## src/rtl/qte_pkg.sv

```systemverilog
// ----------------------------------------------------------------------------
// qte_pkg: shared types and constants for the quaternion to Euler angle unit
// Request payloads, CORDIC and square root cell data, angle table, rounding.
// ----------------------------------------------------------------------------
package qte_pkg;

  localparam int QW       = 16;            // input component width, Q1.15
  localparam int AW       = 16;            // output angle width, Q3.12
  localparam int DW       = 36;            // CORDIC datapath width, Q2.30 based
  localparam int SQW      = 62;            // square root operand width
  localparam int SQ_CELLS = 31;            // one cell per root bit
  localparam int RND_SH   = 30 - (AW - 4); // Q2.30 to output fraction
  localparam int TBL_N    = 32;

  localparam logic signed [DW-1:0] ONE_Q30     = 36'sd1073741824;
  localparam logic signed [DW-1:0] PI_Q30      = 36'sd3373259426;
  localparam logic signed [DW-1:0] HALF_PI_Q30 = 36'sd1686629713;

  localparam logic signed [DW-1:0] ATAN_TBL [TBL_N] = '{
    36'sd843314856, 36'sd497837829, 36'sd263043836, 36'sd133525158,
    36'sd67021686,  36'sd33543515,  36'sd16775850,  36'sd8388437,
    36'sd4194282,   36'sd2097149,   36'sd1048575,   36'sd524287,
    36'sd262143,    36'sd131071,    36'sd65535,     36'sd32767,
    36'sd16383,     36'sd8191,      36'sd4095,      36'sd2047,
    36'sd1023,      36'sd511,       36'sd255,       36'sd127,
    36'sd63,        36'sd31,        36'sd15,        36'sd8,
    36'sd4,         36'sd2,         36'sd1,         36'sd0
  };

  typedef enum logic [1:0] {
    LOCK_NONE  = 2'd0,
    LOCK_NORTH = 2'd1,
    LOCK_SOUTH = 2'd2
  } lock_t;

  typedef struct packed {
    logic signed [QW-1:0] quat_y;
    logic signed [QW-1:0] quat_x;
    logic signed [QW-1:0] quat_z;
    logic signed [QW-1:0] quat_w;
  } qte_in_t;

  typedef struct packed {
    logic signed [AW-1:0] yaw;
    logic signed [AW-1:0] pitch;
    logic signed [AW-1:0] roll;
    logic [1:0]           lock_case;
  } qte_out_t;

  typedef struct packed {
    logic signed [DW-1:0] x;
    logic signed [DW-1:0] y;
    logic signed [DW-1:0] z;
    logic                 zero;
  } cordic_t;

  typedef struct packed {
    logic [SQW-1:0] n;
    logic [SQW-1:0] res;
  } sqrt_t;

  typedef struct packed {
    lock_t                lock;
    logic signed [DW-1:0] t;
    logic signed [DW-1:0] roll_y;
    logic signed [DW-1:0] roll_x;
    logic signed [DW-1:0] yaw_y;
    logic signed [DW-1:0] yaw_x;
  } side_t;

  // quadrant fold ahead of the rotation cells
  function automatic cordic_t cordic_pre(input logic signed [DW-1:0] y,
                                         input logic signed [DW-1:0] x);
    cordic_t r;
    r.zero = (x == '0) && (y == '0);
    if (x[DW-1]) begin
      r.z = y[DW-1] ? -PI_Q30 : PI_Q30;
      r.x = -x;
      r.y = -y;
    end else begin
      r.z = '0;
      r.x = x;
      r.y = y;
    end
    return r;
  endfunction

  // round half up from Q2.30, saturate to the output width
  function automatic logic signed [AW-1:0] angle_out(input logic signed [DW+1:0] z);
    logic signed [DW+1:0] v;
    v = (z + (DW+2)'(1 << (RND_SH - 1))) >>> RND_SH;
    if (v > (DW+2)'((1 << (AW - 1)) - 1)) begin
      return {1'b0, {(AW-1){1'b1}}};
    end else if (v < -(DW+2)'(1 << (AW - 1))) begin
      return {1'b1, {(AW-1){1'b0}}};
    end else begin
      return v[AW-1:0];
    end
  endfunction

endpackage

```

## src/rtl/qte_sqrt_cell.sv

```systemverilog
// ----------------------------------------------------------------------------
// qte_sqrt_cell: one bit of a pipelined floor integer square root
// Trial subtract of res + 4^K from the remainder, then register.
// ----------------------------------------------------------------------------
module qte_sqrt_cell
  import qte_pkg::*;
#(
  parameter int K = 0
) (
  input  logic  clk,
  input  logic  en,
  input  sqrt_t din,
  output sqrt_t dout
);

  localparam logic [SQW-1:0] BIT = SQW'(1) << (2 * K);

  logic [SQW-1:0] cand;
  sqrt_t          nxt;

  always_comb begin
    cand = din.res + BIT;
    if (din.n >= cand) begin
      nxt.n   = din.n - cand;
      nxt.res = (din.res >> 1) + BIT;
    end else begin
      nxt.n   = din.n;
      nxt.res = din.res >> 1;
    end
  end

  always_ff @(posedge clk) begin
    if (en) begin
      dout <= nxt;
    end
  end

endmodule

```

## config.mk

```make
export PLATFORM = sky130hd
export DESIGN_NAME = qte_sqrt_cell
export DESIGN_NICKNAME = d
export VERILOG_FILES = /design/src/rtl/qte_pkg.sv /design/src/rtl/qte_sqrt_cell.sv
export SDC_FILE = /design/constraint.sdc
export NUM_CORES = 1
export LEC_CHECK = 0
export ABC_CLOCK_PERIOD_IN_PS = 5600
export BUFFER_PORTS_ARGS = -buffer_cell sky130_fd_sc_hd__buf_2
export CAP_MARGIN = 20
export CORE_ASPECT_RATIO = 2
export CORE_MARGIN = 4
export CORE_UTILIZATION = 56
export DETAILED_ROUTE_END_ITERATION = 6
export PLACE_DENSITY = 0.91
export RECOVER_POWER = 100
export SYNTH_ARGS = -nofsm -noshare
export SYNTH_HDL_FRONTEND = slang
export SYNTH_SLANG_ARGS = --single-unit
export TNS_END_PERCENT = 10
```

## constraint.sdc

```tcl
create_clock -name clk -period 5.6 [get_ports clk]
set_input_delay 0.28 -clock clk [delete_from_list [all_inputs] [get_ports clk]]
set_output_delay 0.28 -clock clk [all_outputs]
set_load 0.05 [all_outputs]
```

Yosys cells after proc, flatten, opt, wreduce, memory -nomap -nowiden

Cells that the tools add are included.
W data, S select, Z words.

Add/subtract/negate cells: 3
Magnitude comparators: 1
Muxes and demuxes: 1

Operator list:

| cell                    | number |
|---|---|
| $mux W124               | 1 |
| $add A61 B1 Y62 const B | 1 |
| $add A62 B1 Y62 const B | 1 |
| $ge A62 B62 Y1          | 1 |
| $sub A62 B62 Y62        | 1 |

Bits in registers: 124
Output and inout port bits: 124
Word-level logic and storage cells: 8

Logic depth before layout (Yosys ltp)

Depth after elaboration: 3
Gate-level depth with buffers: 25
Depth with buffers taken out: 20

Least setup slack after synthesis

Ideal clock, no wire load.

Kind: input port to flip-flop
Start: input din[7] in the netlist's numbering
End: register dout[31] in the netlist's numbering, data pin
Setup time: 266 ps
Data arrival time: 4,956 ps
Required time: 5,334 ps
Setup slack: 379 ps
Stages on the path: 21
Path buffers: 3
Path through: clkbuf_1 -> and3_1 -> nand2_1 -> nor2_1 -> nand2_1 -> or3_1 -> or3_1 -> nor2_1 -> nand3_1 -> xnor2_1 -> ha_1 -> and3_1 -> nand2_1 -> or4_4 -> or3_4 -> a31o_1 -> buf_6 -> or3_4 -> buf_6 -> nor4_4 -> xor2_1

RTL lines:

| item                 | line                | RTL |
|---|---|---|
| start, declared      | qte_sqrt_cell.sv:12 | `input sqrt_t din,` |
| end signal, assigned | qte_sqrt_cell.sv:34 | `dout <= nxt;` |
| end, declared        | qte_sqrt_cell.sv:13 | `output sqrt_t dout` |

==> metrics.cfg <==
[floorplan]
die_h_um=202
core-area_um2=18400
die_x_um=105
die_area_um2=21100
rows=70
io_pins=250
initial_core_util=0.571

[setup_path]
start_kind=input port
cp_common_cell=nand2_1
crit_slowest_cell=or4_1
critPathKind=in -> reg
slowest_delay_ns=0.53
worstPathCellList=buf_2 > and3_1 > nand4_1 > nor3_1 > nand4_1 > nor4_1 > nand2_1 > nor2_1 > nor4bb_1 > nand2_1 > xor2_1 > ha_1 > and3_1 > nand2_1 > or4_1 > or3_4 > a31o_1 > clkbuf_1 > nor4_1 > xor2_1
end_kind=flip-flop
worst-path-stages=20
cp_data_required_time_ns=5.75
crit_arrival_ns=5.39
critPathBufInv=2
crit_path_max_fanout=6
critical-path-top-delay-family=simple AND/OR/NAND/NOR gates

[synth]
synth_warnings=0
synth_cell_types=68
ys.flop_type=edfxtp_1
seq_area_frac_synth=0.355
synth-edff-count=124
synth_seq_cells=124
avgSynthCellArea_um2=8.63
synth_fp_nets=1407
syn-cell-area_um2=10500
async_flop_share=0
syn_inst=1216

[outcome]
violations=max-capacitance violations, max-slew violations
status=finished with violations

[route]
wl_met3_um=2950
dr.pass1.iters=7
drc=0
viasPerCell=6.42
ant_nets=0
wl_um=39600
routed.top_layer=met4
wl_met1_um=12500
avgRoutedWirePerCell_um=23.4
vias=10900
wl_met2_um=20100
drtIter0Drc=933

[pwr]
peakVddDrop_mv=0.200
pwr_density_cell_nw_per_um2=289
p_leak_uw=0.00479

[sta]
relSlewSlack=-1.81
rsz0062_at_grt=no
period_minus_slack_ns=5.24
period_share=0.936
slew_violations=74
setup_tns_ns=0
setup_violations=0
worst_pin_slew_ns=4.22
max_clock_freq_ghz=0.191
hold_viol=0

[layout]
layout_common_cells=140 x nor2_1, 139 x nand2_1, 128 x clkbuf_1, 125 x buf_2, 124 x edfxtp_1
area_delta_synth_final_pct=18.8
regMostFlops=dout
final_nets=1656
fin_cells=1696
final_common_cell=nor2_1
largest_register_ffs=124
fill_cells=1582
drive_above_1_share=0.145
reg_top3=dout x124

[clock_network]
htree_levels=4
clk_pin_slew_ns=0.06
root_buffer=clkbuf_16
clock-sinks=124
clock_path_buffers=2
cts_resized=0
postCtsSetupRepairBufs=0
numCtsBuffers=17
cts_tree=yes
cts_hold_buffers=0

[min_path]
worstHoldPathCells=3
hold_path.class=in -> reg

[placed_design]
dpl.hpwl_um=31500
placement.io_buffers=249
dp.cells=1661
place.gp.congestion=1.06

[grt]
grt_max_degree=88
grt_pass1_vias=10900
antenna_found_initial=2
grt_usage=0.367
grt_overflow_total=0
grt_pass1_wl_um=59700

[job]
maxCapViolations=1

## Yosys cell counts (23+ instances only)
cell type  number  area, um2
a21o_1         23        173
nand3_1        40        200
xnor2_1        92        806
edfxtp_1      124       3720
nand2_1       139        522
a21oi_1       117        586
xor2_1         85        744
nor2_1        140        526
o21ai_0        57        285
inv_1          24       90.1
clkbuf_1       31        116
nand4_1        46        288
ha_1           64        801
nor3_1         29        145
## final cells by class
type	instances	area, um2	share of cell area
multi-input combinational	1008	6410	0.514
sequential	124	3720	0.299
timing repair buffer	289	1380	0.111
clock buffer	17	425	0.0341
tap	216	270	0.0217
clock inverter	15	161	0.0129
inverter	25	93.8	0.00752
antenna	2	5.00	0.000401
## per-stage QoR
| stage | hold WS [ns] | cell area [um2] | util | setup slack (ns) | total power (uW) |
|---|---|---|---|---|---|
| after floorplan | 0.392 | 10500 | - | 0.379 | 2100 |
| after global placement | 0.571 | 12100 | 0.657 | 0.297 | 2480 |
| after detailed placement | 0.584 | 12100 | 0.657 | 0.135 | 2490 |
| after CTS | 0.143 | 12700 | 0.688 | 0.561 | 3610 |
| after global routing | 0.174 | 12500 | 0.678 | 0.0838 | 3730 |
| final | 0.148 | 12500 | 0.678 | 0.358 | 3600 |
## power by group
| group | internal [uW] | switching [uW] | total, uW | leakage [uW] |
|---|---|---|---|---|
| logic | 345 | 932 | 1280 | 0.00329 |
| registers | 1160 | 34.9 | 1190 | 0.00121 |
| clock network | 663 | 469 | 1130 | 0.000284 |
## worst paths after layout
check / start / to / slack, ns
worst max-delay path: din[30] / dout[33] / 0.36
worst min-delay path: din[116] / dout[116] / 0.15
## per-layer routing
| metal | track usage | up-vias |
|---|---|---|
| met4 | 0.314 | 0 |
| met5 | 0 | - |
| met2 | 0.654 | 723 |
| li1 | - | 4918 |
| met3 | 0.0591 | 232 |
| met1 | 0.362 | 5017 |
## kinds of logic after synthesis
family | share of synthesized area
compound gates | 0.163
simple gates | 0.222
xor+xnor | 0.148
fa+ha+maj | 0.0782
buf+inv | 0.0345
flops | 0.355
## tightest hold or removal path, stage by stage
cell and delay [ns]:
buf_2 0.09, nand2_1 0.05, o41ai_1 0.05
Power figures use the tool's default switching activity.
