File: src/rtl/qte_pkg.sv
// ----------------------------------------------------------------------------
// qte_pkg: shared types and constants for the quaternion to Euler angle unit
// Request payloads, CORDIC and square root cell data, angle table, rounding.
// ----------------------------------------------------------------------------
package qte_pkg;

  localparam int QW       = 16;            // input component width, Q1.15
  localparam int AW       = 16;            // output angle width, Q3.12
  localparam int DW       = 36;            // CORDIC datapath width, Q2.30 based
  localparam int SQW      = 62;            // square root operand width
  localparam int SQ_CELLS = 31;            // one cell per root bit
  localparam int RND_SH   = 30 - (AW - 4); // Q2.30 to output fraction
  localparam int TBL_N    = 32;

  localparam logic signed [DW-1:0] ONE_Q30     = 36'sd1073741824;
  localparam logic signed [DW-1:0] PI_Q30      = 36'sd3373259426;
  localparam logic signed [DW-1:0] HALF_PI_Q30 = 36'sd1686629713;

  localparam logic signed [DW-1:0] ATAN_TBL [TBL_N] = '{
    36'sd843314856, 36'sd497837829, 36'sd263043836, 36'sd133525158,
    36'sd67021686,  36'sd33543515,  36'sd16775850,  36'sd8388437,
    36'sd4194282,   36'sd2097149,   36'sd1048575,   36'sd524287,
    36'sd262143,    36'sd131071,    36'sd65535,     36'sd32767,
    36'sd16383,     36'sd8191,      36'sd4095,      36'sd2047,
    36'sd1023,      36'sd511,       36'sd255,       36'sd127,
    36'sd63,        36'sd31,        36'sd15,        36'sd8,
    36'sd4,         36'sd2,         36'sd1,         36'sd0
  };

  typedef enum logic [1:0] {
    LOCK_NONE  = 2'd0,
    LOCK_NORTH = 2'd1,
    LOCK_SOUTH = 2'd2
  } lock_t;

  typedef struct packed {
    logic signed [QW-1:0] quat_y;
    logic signed [QW-1:0] quat_x;
    logic signed [QW-1:0] quat_z;
    logic signed [QW-1:0] quat_w;
  } qte_in_t;

  typedef struct packed {
    logic signed [AW-1:0] yaw;
    logic signed [AW-1:0] pitch;
    logic signed [AW-1:0] roll;
    logic [1:0]           lock_case;
  } qte_out_t;

  typedef struct packed {
    logic signed [DW-1:0] x;
    logic signed [DW-1:0] y;
    logic signed [DW-1:0] z;
    logic                 zero;
  } cordic_t;

  typedef struct packed {
    logic [SQW-1:0] n;
    logic [SQW-1:0] res;
  } sqrt_t;

  typedef struct packed {
    lock_t                lock;
    logic signed [DW-1:0] t;
    logic signed [DW-1:0] roll_y;
    logic signed [DW-1:0] roll_x;
    logic signed [DW-1:0] yaw_y;
    logic signed [DW-1:0] yaw_x;
  } side_t;

  // quadrant fold ahead of the rotation cells
  function automatic cordic_t cordic_pre(input logic signed [DW-1:0] y,
                                         input logic signed [DW-1:0] x);
    cordic_t r;
    r.zero = (x == '0) && (y == '0);
    if (x[DW-1]) begin
      r.z = y[DW-1] ? -PI_Q30 : PI_Q30;
      r.x = -x;
      r.y = -y;
    end else begin
      r.z = '0;
      r.x = x;
      r.y = y;
    end
    return r;
  endfunction

  // round half up from Q2.30, saturate to the output width
  function automatic logic signed [AW-1:0] angle_out(input logic signed [DW+1:0] z);
    logic signed [DW+1:0] v;
    v = (z + (DW+2)'(1 << (RND_SH - 1))) >>> RND_SH;
    if (v > (DW+2)'((1 << (AW - 1)) - 1)) begin
      return {1'b0, {(AW-1){1'b1}}};
    end else if (v < -(DW+2)'(1 << (AW - 1))) begin
      return {1'b1, {(AW-1){1'b0}}};
    end else begin
      return v[AW-1:0];
    end
  endfunction

endpackage

File: src/rtl/qte_cordic_cell.sv
// ----------------------------------------------------------------------------
// qte_cordic_cell: one vectoring-mode CORDIC micro-rotation
// Rotates toward y = 0 by atan(2^-IDX) and accumulates the angle.
// ----------------------------------------------------------------------------
module qte_cordic_cell
  import qte_pkg::*;
#(
  parameter int IDX = 0
) (
  input  logic    clk,
  input  logic    en,
  input  cordic_t din,
  output cordic_t dout
);

  localparam logic signed [DW-1:0] ANG = ATAN_TBL[IDX % TBL_N];

  logic signed [DW-1:0] dx;
  logic signed [DW-1:0] dy;
  cordic_t              nxt;

  always_comb begin
    dx       = din.y >>> IDX;
    dy       = din.x >>> IDX;
    nxt.zero = din.zero;
    if (!din.y[DW-1]) begin
      nxt.x = din.x + dx;
      nxt.y = din.y - dy;
      nxt.z = din.z + ANG;
    end else begin
      nxt.x = din.x - dx;
      nxt.y = din.y + dy;
      nxt.z = din.z - ANG;
    end
  end

  always_ff @(posedge clk) begin
    if (en) begin
      dout <= nxt;
    end
  end

endmodule

File: config.mk
export PLATFORM = sky130hd
export DESIGN_NAME = qte_cordic_cell
export DESIGN_NICKNAME = d
export VERILOG_FILES = /design/src/rtl/qte_pkg.sv /design/src/rtl/qte_cordic_cell.sv
export SDC_FILE = /design/constraint.sdc
export NUM_CORES = 1
export LEC_CHECK = 0
export BUFFER_PORTS_ARGS = -buffer_cell sky130_fd_sc_hd__buf_4
export CORE_UTILIZATION = 55
export CTS_CLUSTER_DIAMETER = 50
export DETAILED_ROUTE_END_ITERATION = 10
export GPL_TIMING_DRIVEN = 0
export PLACE_DENSITY = 0.8
export SKIP_LAST_GASP = 1
export SYNTH_ARGS = -nofsm -noshare
export SYNTH_HDL_FRONTEND = slang
export SYNTH_SLANG_ARGS = --single-unit
File: constraint.sdc
create_clock -name clk -period 4.59 [get_ports clk]
set_clock_uncertainty 0.1 [all_clocks]
set_input_delay 0.459 -clock clk [delete_from_list [all_inputs] [get_ports clk]]
set_output_delay 0.459 -clock clk [all_outputs]
set_load 0.01 [all_outputs]
**Word-level counts from Yosys, hierarchy flattened**

Index checks and enable logic that the tools add are counted.

- Shift operators: 0
- $mul: 0
- Div/mod/pow operators: 0
- Equality and inequality tests: 0
- Add/sub/neg operators: 5
- Bitwise operators: 0
- Multiplexer cells: 1
- Reductions and logical operators: 0
- $lt $le $gt $ge: 0

Operators with widths:

| kind | count |
|---|---|
| 2-to-1 mux 108 bit | 1 |
| subtractor 36 bit | 2 |
| adder 36 x 31 -> 36 bit (second input constant) | 1 |
| adder 36 bit | 1 |
| subtractor 36 x 31 -> 36 bit (second input constant) | 1 |

- Input port bits: 111
- RAM bits: 0
- ROM bits: 0
- Flip-flop bits (word level): 109
- Latch bits: 0
- Memories kept: 0
- Output and inout bits: 109
- Word-level logic and storage cells: 10

**Logic depth before layout (Yosys ltp)**

- Word-level depth: 2
- Depth in mapped cells: 14
- Gate-level depth less buffers: 12

**Worst setup path after synthesis**

No wires, ideal clock.

- Kind: input to register
- From: in din[72] (netlist bit)
- To: reg dout[26] (netlist bit), data pin
- Path slack: 0.823 ns
- Buffers on the path: 2
- Data arrival time: 3.405 ns
- Stages on the path: 13
- Library setup time: 0.262 ns
- Required time: 4.228 ns
- Path through: clkbuf_1 > clkinv_1 > clkbuf_1 > ha_1 > a21o_1 > a21oi_1 > o21ai_1 > a31oi_1 > o211ai_1 > and2_1 > a311oi_1 > o21ai_1 > xor2_1

RTL lines:

| what | RTL line | source |
|---|---|---|
| start: declaration | qte_cordic_cell.sv:12 | `input cordic_t din,` |
| end signal: assignment | qte_cordic_cell.sv:39 | `dout <= nxt;` |
| end: declaration | qte_cordic_cell.sv:13 | `output cordic_t dout` |

==> summary.json <==
{
  "syn_nets": {"value": 1493},
  "finish.utilization": {"value": 67.8, "unit": "%"},
  "drt_iter0_markers": {"value": 846},
  "cts_root_buffer": {"value": "sky130_fd_sc_hd__clkbuf_16"},
  "synth.yosys.warnings": {"value": 0},
  "vias_post_dr": {"value": 10400},
  "cts-htree-levels": {"value": 3},
  "final-seq-area": {"value": 0.00324, "unit": "mm²"},
  "largest_register_ffs": {"value": 108},
  "clock.fmax": {"value": 245, "unit": "MHz"},
  "number_of_global_route_vias_before_repair": {"value": 9904},
  "synth-edff-count": {"value": 108},
  "power_leakage": {"value": 5.93, "unit": "nW"},
  "finalMaxSlewViolations": {"value": 0},
  "core-area": {"value": 0.0195, "unit": "mm²"},
  "power.clock.fraction": {"value": 21.1, "unit": "%"},
  "worst_ir_drop_vdd": {"value": 188, "unit": "µV"},
  "clock_sink_count": {"value": 108},
  "combinational_family_with_the_most_area_after_synthesis": {"value": "compound AO/OA/AOI/OAI gates"},
  "holdCritPathClass": {"value": "in -> reg"},
  "postLayoutCellArea": {"value": 0.0132, "unit": "mm²"},
  "multi_input_comb_area": {"value": 0.00700, "unit": "mm²"},
  "grt_setup_unrepaired": {"value": "no"},
  "cts_bufs_inserted": {"value": 9},
  "critical-path-slowest-cell": {"value": "sky130_fd_sc_hd__a311oi_1"},
  "yosys.area_share.xor_xnor": {"value": 7.63, "unit": "%"},
  "ios": {"value": 220},
  "setup.worst_path.end_class": {"value": "register"},
  "globalplace.congestion": {"value": 0.960},
  "synth_fa_ha_area_share": {"value": 16.8, "unit": "%"},
  "synthDistinctLibCells": {"value": 89},
  "wire_per_inst": {"value": 19.7, "unit": "µm"},
  "finalSetupViolations": {"value": 0},
  "worst_ep_arrival_time": {"value": 4.10, "unit": "ns"},
  "clkSlewWorstSetupHoldPaths": {"value": 0.08, "unit": "ns"},
  "synth_top_cell_area_share": {"value": 29.7, "unit": "%"},
  "floorplan.die_area": {"value": 0.0204, "unit": "mm²"},
  "synth.area.mux_share": {"value": 1.67, "unit": "%"},
  "path_class": {"value": "in -> reg"},
  "timing.final.crit_period": {"value": 4.08, "unit": "ns"},
  "registers.top_by_ff_count": {"value": "dout"},
  "average_via_count_per_standard_cell": {"value": 6.00},
  "post-route-period-util": {"value": 88.9, "unit": "%"},
  "netlist_top_cells_count": {"value": "sky130_fd_sc_hd__a21oi_1, sky130_fd_sc_hd__ha_1, sky130_fd_sc_hd__edfxtp_1"},
  "drive_above_1_share": {"value": 20.6, "unit": "%"},
  "fin_cells": {"value": 1738},
  "drt_wl_total": {"value": 34300, "unit": "µm"},
  "diodes": {"value": 0},
  "yosysSeqAreaShare": {"value": 29.7, "unit": "%"},
  "placed_instances": {"value": 1722},
  "floorplan.die.width": {"value": 143, "unit": "µm"},
  "critical_path.max_fanout": {"value": 26},
  "buffer_ports.inserted": {"value": 219},
  "total_switching_power": {"value": 1.41, "unit": "mW"},
  "fp.dieH": {"value": 143, "unit": "µm"},
  "cp_cell_sequence": {"value": "buf_4 -> clkinv_1 -> buf_2 -> ha_1 -> a21o_1 -> a21oi_1 -> o21ai_1 -> a31oi_1 -> o211ai_1 -> and2_1 -> a311oi_1 -> o21ai_1 -> xor2_1"},
  "async_reset_ff_share": {"value": 0, "unit": "%"},
  "max_cap_violations": {"value": 0},
  "hold_viol_final": {"value": 0},
  "power.share.switching": {"value": 37.2, "unit": "%"},
  "ys.flop_type": {"value": "sky130_fd_sc_hd__edfxtp_1"},
  "timing.critical_path.mode_cell": {"value": "sky130_fd_sc_hd__o21ai_1"},
  "synthSimpleGateAreaFrac": {"value": 12.7, "unit": "%"},
  "global_route_wire_length_before_repair": {"value": 52400, "unit": "µm"},
  "cts_setup_buffers": {"value": 0},
  "synth_cells": {"value": 1238},
  "critPathLaunchType": {"value": "input port"},
  "synth-seq-cells": {"value": 108},
  "slowest_delay": {"value": 0.45, "unit": "ns"},
  "syn-cell-area": {"value": 0.0109, "unit": "mm²"},
  "synth_compound_area_share": {"value": 25.3, "unit": "%"},
  "initial_util": {"value": 56.0, "unit": "%"},
  "layout.nets": {"value": 1723},
  "placed_area": {"value": 0.0129, "unit": "mm²"},
  "power.share.sequential": {"value": 35.9, "unit": "%"},
  "fill_cells": {"value": 1627},
  "power.density": {"value": 287, "unit": "mW/mm²"},
  "drc_violations_left": {"value": 0},
  "holdWs": {"value": 0.162, "unit": "ns"},
  "yosysMostFrequentCell": {"value": "sky130_fd_sc_hd__a21oi_1"},
  "cts_buffer_depth": {"value": 2},
  "totalPowerFinal": {"value": 3.78, "unit": "mW"},
  "synth_top_cells_by_area": {"value": "sky130_fd_sc_hd__edfxtp_1, sky130_fd_sc_hd__ha_1, sky130_fd_sc_hd__a21oi_1"},
  "worst_pin_slew": {"value": 0.984, "unit": "ns"},
  "status": {"value": "complete, no violations"},
  "p_int": {"value": 2.38, "unit": "mW"},
  "combPwrFrac": {"value": 43.0, "unit": "%"},
  "globalRouteOverflowTotal": {"value": 0},
  "areaGrowthSynthToFinish": {"value": 21.0, "unit": "%"},
  "top_flop_regs": {"value": "dout: 108 flops"},
  "detail_route.first_pass.iterations": {"value": 6},
  "worst_slew_margin_rel": {"value": 34.4, "unit": "%"},
  "dp_hpwl": {"value": 27200, "unit": "µm"},
  "postSynthAreaPerCell": {"value": 8.81, "unit": "µm²"},
  "grt.total_usage": {"value": 33.7, "unit": "%"},
  "tritoncts": {"value": "built"},
  "antenna_found_initial": {"value": 0},
  "cp_data_required_time": {"value": 4.61, "unit": "ns"},
  "grt_max_degree": {"value": 109},
  "yosys.area.top_type": {"value": "sky130_fd_sc_hd__edfxtp_1"},
  "core.rowCount": {"value": 51},
  "ant_nets": {"value": 0}
}
==> final timing paths <==
check	startpoint	end	slack, ns	cells past startpoint
setup / recovery	din[72]	dout[26]	0.51	13
hold / removal	din[1]	dout[1]	0.16	1
==> layout make-up <==
| cell class | instances | area share (%) |
|---|---|---|
| inverter | 115 | 3.27 |
| clock inverter | 7 | 0.493 |
| buffer | 50 | 1.77 |
| tap | 265 | 2.51 |
| sequential | 108 | 24.6 |
| timing repair buffer | 220 | 12.7 |
| clock buffer | 9 | 1.71 |
| multi-input combinational | 964 | 53.0 |
==> per-stage QoR <==
| step | setup slack, ns | TNS, ns |
|---|---|---|
| 2_1_floorplan | 0.823 | 0 |
| 3_3_place_gp | -0.553 | -3.73 |
| 3_5_place_dp | -0.609 | -4.29 |
| 4_1_cts | 0.0410 | 0 |
| 5_1_grt | 0.182 | 0 |
| 6_report | 0.509 | 0 |
==> cell usage in the layout (no fill, tap or decap), drive strengths merged, types with 5 or more instances in the layout <==
master,Yosys,routed
xnor2,75,75
a211oi,14,14
a21o,38,38
nor2b,13,13
clkbuf,23,30
xor2,20,20
nand2b,13,13
nand4,14,14
inv,114,119
o21a,11,11
ha,140,140
o311ai,5,5
o41ai,8,8
or3,7,7
o21ai,78,78
nand2,61,61
nand3,20,20
nor2,97,97
o21bai,21,21
or2,7,7
o211ai,9,9
o31ai,18,18
edfxtp,108,108
mux2i,16,16
buf,28,249
a21oi,165,165
o21ba,5,5
a2111oi,6,6
a31oi,6,6
nor3,26,26
nor4,8,8
==> kinds of logic after synthesis <==
| family | count (synthesis) |
|---|---|
| muxes | 18 |
| adders and majority gates | 144 |
| AOI/OAI and AO/OA | 423 |
| and+or+nand+nor | 284 |
| DFF | 108 |
| buffers and inverters | 166 |
| xor gates and xnor gates | 95 |
==> routing by layer <==
metal  part of all wire (%)  global-route usage, %  wire length [µm]  vias to the layer above
met5                      0                      0                 0                        -
met4                    2.9                   11.5               981                        0
met3                    9.3                   7.34              3200                       69
met2                     46                   54.5             15700                      508
met1                     42                   44.3             14400                     4925
li1                       -                      -                 -                     4931
==> worst max-delay path, delay by kind of cell <==
kind / cells / cell delay (ns)
compound gates: 7 / 1.81
xor+xnor: 1 / 0.16
fa+ha+maj: 1 / 0.43
simple gates: 1 / 0.25
buf+inv: 3 / 0.95
==> power groups by stage <==
stage                     registers (mW)  clock network, mW  logic, mW
final                               1.36              0.800       1.63
after CTS                           1.36              0.808       1.60
after floorplan                     1.46                  0      0.862
after global routing                1.37              0.841       1.75
after global placement              1.38                  0       1.57
after detailed placement            1.38                  0       1.59
==> timing repair <==
item	4_1_cts	5_1_grt
endpoints found under the setup margin	3	10
resized for setup	1	1
pin swaps	0	0
gates cloned	0	0
hold buffers	0	0
No activity file was read; power rests on OpenSTA's default activity.
